<file path="config.mk">
export PLATFORM = sky130hd
export DESIGN_NAME = biquad_iir_filter_core
export DESIGN_NICKNAME = d
export VERILOG_FILES = /design/src/hdl/biq_pkg.sv /design/src/hdl/biq_coef_regs.sv /design/src/hdl/biq_mac.sv /design/src/hdl/biquad_iir_filter_core.sv
export SDC_FILE = /design/constraint.sdc
export NUM_CORES = 2
export LEC_CHECK = 0
export BUFFER_PORTS_ARGS = -buffer_cell sky130_fd_sc_hd__buf_2
export CAP_MARGIN = 5
export CORE_MARGIN = 10
export CORE_UTILIZATION = 61
export DETAILED_ROUTE_END_ITERATION = 10
export GPL_TIMING_DRIVEN = 1
export MAX_ROUTING_LAYER = met4
export PLACE_DENSITY_LB_ADDON = 0.1
export SLEW_MARGIN = 40
export SYNTH_ARGS = -nofsm -noshare
export SYNTH_HDL_FRONTEND = slang
export SYNTH_SLANG_ARGS = --single-unit
</file>
<file path="constraint.sdc">
create_clock -name clock -period 10.7 [get_ports clock]
set_input_delay 2.14 -clock clock [delete_from_list [all_inputs] [get_ports clock]]
set_output_delay 2.14 -clock clock [all_outputs]
set_load 0.01 [all_outputs]
</file>
<file path="src/hdl/biq_pkg.sv">
// Shared types and constants for the biquad filter core.
`default_nettype none
package biq_pkg;

   localparam int COEF_WIDTH          = 18;
   localparam int CSR_INDEX_WIDTH     = 3;
   localparam int SAMPLE_WIDTH_DEF    = 16;
   localparam int COEF_FRAC_BITS_DEF  = 16;

   typedef enum logic [CSR_INDEX_WIDTH-1:0] {
      COEF_B0 = 3'd0,
      COEF_B1 = 3'd1,
      COEF_B2 = 3'd2,
      COEF_A1 = 3'd3,
      COEF_A2 = 3'd4
   } coef_index_type;

   typedef struct packed {
      logic signed [COEF_WIDTH-1:0] b0;
      logic signed [COEF_WIDTH-1:0] b1;
      logic signed [COEF_WIDTH-1:0] b2;
      logic signed [COEF_WIDTH-1:0] a1;
      logic signed [COEF_WIDTH-1:0] a2;
   } coef_set_type;

endpackage
`default_nettype wire

</file>
<file path="src/hdl/biq_coef_regs.sv">
// Coefficient register file with history clear on every write to a mapped index.
`default_nettype none
module biq_coef_regs #(
   parameter int COEF_FRAC_BITS = biq_pkg::COEF_FRAC_BITS_DEF
) (
   input  wire logic                                 clock,
   input  wire logic                                 reset,
   input  wire logic                                 csr_valid,
   output logic                                      csr_ready,
   input  wire logic [biq_pkg::CSR_INDEX_WIDTH-1:0]  csr_index,
   input  wire logic [biq_pkg::COEF_WIDTH-1:0]       csr_data,
   output biq_pkg::coef_set_type                     coefs,
   output logic                                      hist_clear
);
   import biq_pkg::*;

   localparam logic [COEF_WIDTH-1:0] B0_RESET = COEF_WIDTH'(64'd1 << COEF_FRAC_BITS);

   coef_set_type coef_ff;
   coef_set_type coef_in;
   logic         hit;

   assign csr_ready = 1'b1;

   always_comb begin
      coef_in = coef_ff;
      hit     = 1'b0;
      if (csr_valid) begin
         case (coef_index_type'(csr_index))
            COEF_B0: begin coef_in.b0 = csr_data; hit = 1'b1; end
            COEF_B1: begin coef_in.b1 = csr_data; hit = 1'b1; end
            COEF_B2: begin coef_in.b2 = csr_data; hit = 1'b1; end
            COEF_A1: begin coef_in.a1 = csr_data; hit = 1'b1; end
            COEF_A2: begin coef_in.a2 = csr_data; hit = 1'b1; end
            default: hit = 1'b0;  // unmapped index: drop the write
         endcase
      end
   end

   always_ff @(posedge clock) begin
      if (reset) begin
         coef_ff.b0 <= B0_RESET;
         coef_ff.b1 <= '0;
         coef_ff.b2 <= '0;
         coef_ff.a1 <= '0;
         coef_ff.a2 <= '0;
      end else begin
         coef_ff <= coef_in;
      end
   end

   assign coefs      = coef_ff;
   assign hist_clear = hit;

endmodule
`default_nettype wire

</file>
<file path="src/hdl/biq_mac.sv">
// Five-tap multiply-accumulate with rounding and saturation.
`default_nettype none
module biq_mac #(
   parameter int SAMPLE_WIDTH   = biq_pkg::SAMPLE_WIDTH_DEF,
   parameter int COEF_FRAC_BITS = biq_pkg::COEF_FRAC_BITS_DEF
) (
   input  biq_pkg::coef_set_type            coefs,
   input  wire logic signed [SAMPLE_WIDTH-1:0] x0,
   input  wire logic signed [SAMPLE_WIDTH-1:0] x1,
   input  wire logic signed [SAMPLE_WIDTH-1:0] x2,
   input  wire logic signed [SAMPLE_WIDTH-1:0] y1,
   input  wire logic signed [SAMPLE_WIDTH-1:0] y2,
   output logic signed [SAMPLE_WIDTH-1:0]      y0,
   output logic                                clipped
);
   import biq_pkg::*;

   localparam int PROD_W  = SAMPLE_WIDTH + COEF_WIDTH;
   localparam int SUM_W   = PROD_W + 2;
   localparam int ACC_A   = SUM_W + 1;
   localparam int ACC_B   = COEF_FRAC_BITS + SAMPLE_WIDTH + 1;
   localparam int ACC_W   = (ACC_A > ACC_B) ? ACC_A : ACC_B;
   localparam int SHIFT_W = ACC_W - COEF_FRAC_BITS;
   localparam int TOP_W   = SHIFT_W - SAMPLE_WIDTH + 1;

   localparam logic signed [ACC_W-1:0] HALF_LSB = ACC_W'(64'd1 << (COEF_FRAC_BITS - 1));
   localparam logic [SAMPLE_WIDTH-1:0] SMAX = {1'b0, {(SAMPLE_WIDTH-1){1'b1}}};
   localparam logic [SAMPLE_WIDTH-1:0] SMIN = {1'b1, {(SAMPLE_WIDTH-1){1'b0}}};

   logic signed [PROD_W-1:0]  p_b0, p_b1, p_b2, p_a1, p_a2;
   logic signed [ACC_W-1:0]   acc;
   logic signed [ACC_W-1:0]   acc_rnd;
   logic        [SHIFT_W-1:0] shifted;
   logic        [TOP_W-1:0]   top;
   logic                      ovf;

   assign p_b0 = coefs.b0 * x0;
   assign p_b1 = coefs.b1 * x1;
   assign p_b2 = coefs.b2 * x2;
   assign p_a1 = coefs.a1 * y1;
   assign p_a2 = coefs.a2 * y2;

   assign acc = {{(ACC_W-PROD_W){p_b0[PROD_W-1]}}, p_b0}
              + {{(ACC_W-PROD_W){p_b1[PROD_W-1]}}, p_b1}
              + {{(ACC_W-PROD_W){p_b2[PROD_W-1]}}, p_b2}
              - {{(ACC_W-PROD_W){p_a1[PROD_W-1]}}, p_a1}
              - {{(ACC_W-PROD_W){p_a2[PROD_W-1]}}, p_a2};

   // round half up, then floor by the fraction width
   assign acc_rnd = acc + HALF_LSB;
   assign shifted = acc_rnd[ACC_W-1:COEF_FRAC_BITS];
   assign top     = shifted[SHIFT_W-1:SAMPLE_WIDTH-1];
   assign ovf     = !((&top) || !(|top));

   always_comb begin
      if (!ovf) begin
         y0 = shifted[SAMPLE_WIDTH-1:0];
      end else if (shifted[SHIFT_W-1]) begin
         y0 = SMIN;
      end else begin
         y0 = SMAX;
      end
   end

   assign clipped = ovf;

endmodule
`default_nettype wire

</file>
<file path="src/hdl/biquad_iir_filter_core.sv">
// Top level of the direct form I biquad filter core.
//
//   channel  | handshake            | payload
//   ---------+----------------------+-----------------------------------
//   req      | req_valid/req_ready  | req_sample_in
//   rsp      | rsp_valid/rsp_ready  | rsp_sample_out, rsp_clipped
//   csr      | csr_valid/csr_ready  | csr_index, csr_data
//
// A request is registered, then the five products, sum, rounding and
// saturation run combinationally into the result register, one request per
// cycle while results are taken; the y[n-1] feedback loop through the
// multiply-accumulate sets the cycle. Reset clears history and restores
// unity gain. A stalled result holds the input register; csr is always ready.
`default_nettype none
module biquad_iir_filter_core #(
   parameter int SAMPLE_WIDTH   = biq_pkg::SAMPLE_WIDTH_DEF,
   parameter int COEF_FRAC_BITS = biq_pkg::COEF_FRAC_BITS_DEF
) (
   input  wire logic                                 clock,
   input  wire logic                                 reset,
   input  wire logic                                 req_valid,
   output logic                                      req_ready,
   input  wire logic signed [SAMPLE_WIDTH-1:0]       req_sample_in,
   output logic                                      rsp_valid,
   input  wire logic                                 rsp_ready,
   output logic signed [SAMPLE_WIDTH-1:0]            rsp_sample_out,
   output logic                                      rsp_clipped,
   input  wire logic                                 csr_valid,
   output logic                                      csr_ready,
   input  wire logic [biq_pkg::CSR_INDEX_WIDTH-1:0]  csr_index,
   input  wire logic [biq_pkg::COEF_WIDTH-1:0]       csr_data
);
   import biq_pkg::*;

   coef_set_type coefs;
   logic         hist_clear;

   logic                           in_valid_ff, in_valid_in;
   logic signed [SAMPLE_WIDTH-1:0] in_sample_ff;
   logic signed [SAMPLE_WIDTH-1:0] x1_ff, x2_ff, y1_ff, y2_ff;
   logic                           rsp_valid_ff, rsp_valid_in;
   logic signed [SAMPLE_WIDTH-1:0] rsp_sample_ff;
   logic                           rsp_clipped_ff;
   logic signed [SAMPLE_WIDTH-1:0] y_calc;
   logic                           clip_calc;
   logic                           advance;
   logic                           accept;

   biq_coef_regs #(
      .COEF_FRAC_BITS(COEF_FRAC_BITS)
   ) u_coef (
      .clock      (clock),
      .reset      (reset),
      .csr_valid  (csr_valid),
      .csr_ready  (csr_ready),
      .csr_index  (csr_index),
      .csr_data   (csr_data),
      .coefs      (coefs),
      .hist_clear (hist_clear)
   );

   biq_mac #(
      .SAMPLE_WIDTH  (SAMPLE_WIDTH),
      .COEF_FRAC_BITS(COEF_FRAC_BITS)
   ) u_mac (
      .coefs   (coefs),
      .x0      (in_sample_ff),
      .x1      (x1_ff),
      .x2      (x2_ff),
      .y1      (y1_ff),
      .y2      (y2_ff),
      .y0      (y_calc),
      .clipped (clip_calc)
   );

   // move the staged request into the result register when it is free
   assign advance   = in_valid_ff && (!rsp_valid_ff || rsp_ready);
   assign req_ready = !in_valid_ff || advance;
   assign accept    = req_valid && req_ready;

   assign in_valid_in  = accept || (in_valid_ff && !advance);
   assign rsp_valid_in = advance || (rsp_valid_ff && !rsp_ready);

   always_ff @(posedge clock) begin
      if (reset) begin
         in_valid_ff  <= 1'b0;
         rsp_valid_ff <= 1'b0;
      end else begin
         in_valid_ff  <= in_valid_in;
         rsp_valid_ff <= rsp_valid_in;
      end
   end

   always_ff @(posedge clock) begin
      if (accept) begin
         in_sample_ff <= req_sample_in;
      end
      if (advance) begin
         rsp_sample_ff  <= y_calc;
         rsp_clipped_ff <= clip_calc;
      end
   end

   always_ff @(posedge clock) begin
      if (reset || hist_clear) begin
         x1_ff <= '0;
         x2_ff <= '0;
         y1_ff <= '0;
         y2_ff <= '0;
      end else if (advance) begin
         x1_ff <= in_sample_ff;
         x2_ff <= x1_ff;
         y1_ff <= y_calc;
         y2_ff <= y1_ff;
      end
   end

   assign rsp_valid      = rsp_valid_ff;
   assign rsp_sample_out = rsp_sample_ff;
   assign rsp_clipped    = rsp_clipped_ff;

endmodule
`default_nettype wire
</file>
==> results.json <==
{
  "leakagePower_uw": 0.0335,
  "final_cell_mix": "inv_1, fa_1, nand2_1",
  "antenna_found_initial": 9,
  "cts.clk_slew.worst_paths_ns": 0.09,
  "fin_crit_sh_pct": 102,
  "avgSynthCellArea_um2": 9.08,
  "mappedNetlistArea_um2": 64400,
  "gr-total-overflow": 0,
  "cts_tree": "done",
  "ys_warn_count": 0,
  "rr_worst_depth": 41,
  "min_to": "u_coef.coefs[17]",
  "finalSetupViolCount": 24,
  "ant_nets": 0,
  "maxSlewHeadroom_pct": 40.7,
  "fin_tns_setup_ns": -1.69,
  "grt.busiest_layer": "met2",
  "max_cap_violations": 0,
  "rrSetupSlack_ns": -0.16,
  "p_per_area_nw_per_um2": 210,
  "via_count": 47700,
  "async_reset_ff_share_pct": 0,
  "worst_pin_slew_ns": 0.888,
  "nNetsFinal": 9475,
  "route.detailed.drc": 0,
  "final_common_cell": "inv_1",
  "worstReg2RegStart": "in_sample_ff[2]",
  "use_met3_pct": 5.75,
  "avgViaCountPerCell": 5.43,
  "place_hpwl_mm": 148,
  "clkLatencyLatePin_ns": 0.54,
  "fillCellCount": 8701,
  "rows": 119,
  "slowest_delay_ns": 0.64,
  "dp.cells": 8710,
  "die_x_um": 345,
  "drtIter0Drc": 3193,
  "synth-seq-cells": 189,
  "grt_pass1_vias": 51900,
  "grtUsageTotal_pct": 32.1,
  "start_kind": "flip-flop",
  "cts-hold-fix-buffers": 0,
  "firstDrtPassIters": 5,
  "status": "finished, violations left",
  "wire_per_inst_um": 20.0,
  "path_max_fanout": 8,
  "worst_slack_ns": -0.161,
  "rsz0062_at_grt": "true",
  "detail_route.wirelength_mm": 175,
  "layout-drive-gt1-share_pct": 10.9,
  "start_util_pct": 61.3,
  "cp_data_required_time_ns": 11.13,
  "skew_ns": 0.0172,
  "hold_ws_ns": 0.496,
  "rr_endpoint": "y1_ff[1]",
  "peakVddDrop_mv": 0.877,
  "worstPathArrival_ns": 11.29,
  "coreArea_um2": 105000,
  "instances_no_fill": 8779,
  "crit_top_cell": "fa_1",
  "synth_nets": 9195,
  "timing.final.hold_violations": 0,
  "cp_slowest_cell": "fa_2",
  "min-delay-start": "u_coef.coefs[17]",
  "ios": 62,
  "io_buffers": 60,
  "ys_seq_area_share_pct": 6.39,
  "routabilityCongestion": 0.960,
  "synthFlopType": "dfxtp_1",
  "numCtsBuffers": 17,
  "synth_cell_types": 81,
  "areaGrowthSynthToFinish_pct": 10.3,
  "die_h_um": 345,
  "grt_max_degree": 55,
  "clk_path_buf_depth": 2,
  "min_path_type": "flip-flop to flip-flop",
  "clock-root-buffer": "clkbuf_16",
  "worstSetupPathType": "flip-flop to flip-flop",
  "grt_use_met1_pct": 40.9,
  "grt_pass1_wl_mm": 285,
  "cts.sinks": 189,
  "htree_levels": 4,
  "dieArea_um2": 119000,
  "hold_depth": 2,
  "fmax_ghz": 0.0921,
  "violations": "negative setup slack",
  "drv_slew": 0,
  "synth_edf_count": 33,
  "period_needed_ns": 10.86,
  "grtUsageMet2_pct": 51.0,
  "synthCells": 7088,
  "cp-end-kind": "flip-flop"
}
==> flip-flops by register name, summed over array words and instances, names as in the netlist <==
name	cells
u_coef.coefs	90
y1_ff	16
in_valid_ff	1
x1_ff	16
x2_ff	16
in_sample_ff	16
y2_ff	16
rsp_valid	1
rsp_clipped	1
rsp_sample_out	16
==> metal layers <==
metal / vias up / wire, um / share of wire (%)
li1: 21200 / - / -
met1: 24500 / 69700 / 40
met2: 1570 / 84200 / 48
met3: 374 / 13500 / 7.7
met4: 0 / 8030 / 4.6
met5: - / 0 / 0
==> where the power goes <==
part	switching, uW	internal, uW
Clock	393	323
Sequential	74.8	955
Combinational	6810	6330
==> how the worst max path moves through the flow <==
stage,start,end,cells past startpoint
floorplan,in_sample_ff[3],rsp_clipped,45
global placement,in_sample_ff[2],y1_ff[5],41
detailed placement,in_sample_ff[2],y1_ff[4],44
CTS,in_sample_ff[2],y1_ff[12],42
global route,in_sample_ff[2],y1_ff[12],45
finish,in_sample_ff[2],y1_ff[1],41
==> worst max-delay path: cells and delay by family (launching register included) <==
family | cells | cell delay, ns
AO/OA/AOI/OAI | 7 | 1.45
flip-flops | 1 | 0.42
buffers and inverters | 13 | 1.22
XOR/XNOR | 1 | 0.15
AND/OR/NAND/NOR | 6 | 1.06
adder cells (fa/ha/maj) | 13 | 5.97
multiplexers | 1 | 0.45
==> cells by family (layout without fill, tap and decap cells) <==
| family | after synthesis | after routing | share of synthesized area [%] |
|---|---|---|---|
| buffers and inverters | 2054 | 2344 | 12.0 |
| multiplexers | 6 | 9 | 0.103 |
| adder cells (fa/ha/maj) | 2065 | 2065 | 58.6 |
| AO/OA/AOI/OAI | 554 | 554 | 5.35 |
| flip-flops | 189 | 189 | 6.39 |
| AND/OR/NAND/NOR | 2037 | 2037 | 15.1 |
| XOR/XNOR | 182 | 182 | 2.48 |
| other | 1 | 8 | 0.00582 |
==> per-stage QoR <==
| stage | setup WS (ns) | total power [uW] | utilization, % | area (um2) |
|---|---|---|---|---|
| 3_5_place_dp | -0.378 | 11500 | 65.7 | 68900 |
| 4_1_cts | -0.0421 | 13200 | 66.7 | 70000 |
| 3_3_place_gp | -0.217 | 11500 | 65.6 | 68900 |
| 2_1_floorplan | 0.00140 | 6460 | - | 64400 |
| 5_1_grt | -0.470 | 15900 | 67.6 | 71000 |
| 6_report | -0.161 | 14900 | 67.6 | 71000 |
==> final cells by class <==
type | instances | area (um2) | area share, %
timing repair buffer | 543 | 4160 | 5.86
clock inverter | 12 | 105 | 0.148
sequential | 189 | 4140 | 5.83
antenna | 7 | 17.5 | 0.0247
clock buffer | 20 | 467 | 0.657
tap | 1391 | 1740 | 2.45
multi-input combinational | 4848 | 53700 | 75.7
inverter | 1769 | 6640 | 9.36
==> cells in the mapped netlist (4+ instances only) <==
master | instances | area [um2]
a211o_1 | 4 | 35.0
a211oi_1 | 12 | 90.1
a21boi_0 | 5 | 37.5
a21o_1 | 64 | 480
a21oi_1 | 248 | 1240
a31o_2 | 6 | 52.6
a31oi_1 | 8 | 50.1
and2_1 | 598 | 3740
and3_1 | 7 | 43.8
and4_1 | 4 | 35.0
buf_1 | 7 | 26.3
clkbuf_1 | 274 | 1030
dfxtp_1 | 156 | 3120
edfxtp_1 | 33 | 991
fa_1 | 1583 | 31700
ha_1 | 482 | 6030
inv_1 | 1767 | 6630
mux2i_1 | 4 | 40.0
nand2_1 | 1106 | 4150
nand2b_1 | 88 | 551
nand3_1 | 40 | 200
nand4_1 | 10 | 62.6
nor2_1 | 92 | 345
nor2b_1 | 37 | 231
nor3_1 | 27 | 135
nor3b_1 | 4 | 30.0
o211ai_1 | 10 | 75.1
o21a_1 | 24 | 180
o21ai_0 | 72 | 360
o21ai_1 | 21 | 105
o21bai_1 | 18 | 135
o311ai_1 | 12 | 105
o31ai_1 | 5 | 37.5
or2_2 | 6 | 37.5
or3_1 | 5 | 31.3
xnor2_1 | 124 | 1090
xor2_1 | 58 | 508
==> what timing repair did <==
item / in CTS / in global routing
gates resized for setup: 77 / 168
setup endpoints to repair: 31 / 33
buffers inserted: 8 / 20
pin swaps: 77 / 142
cloned: 3 / 1
Power figures use the tool's default switching activity.
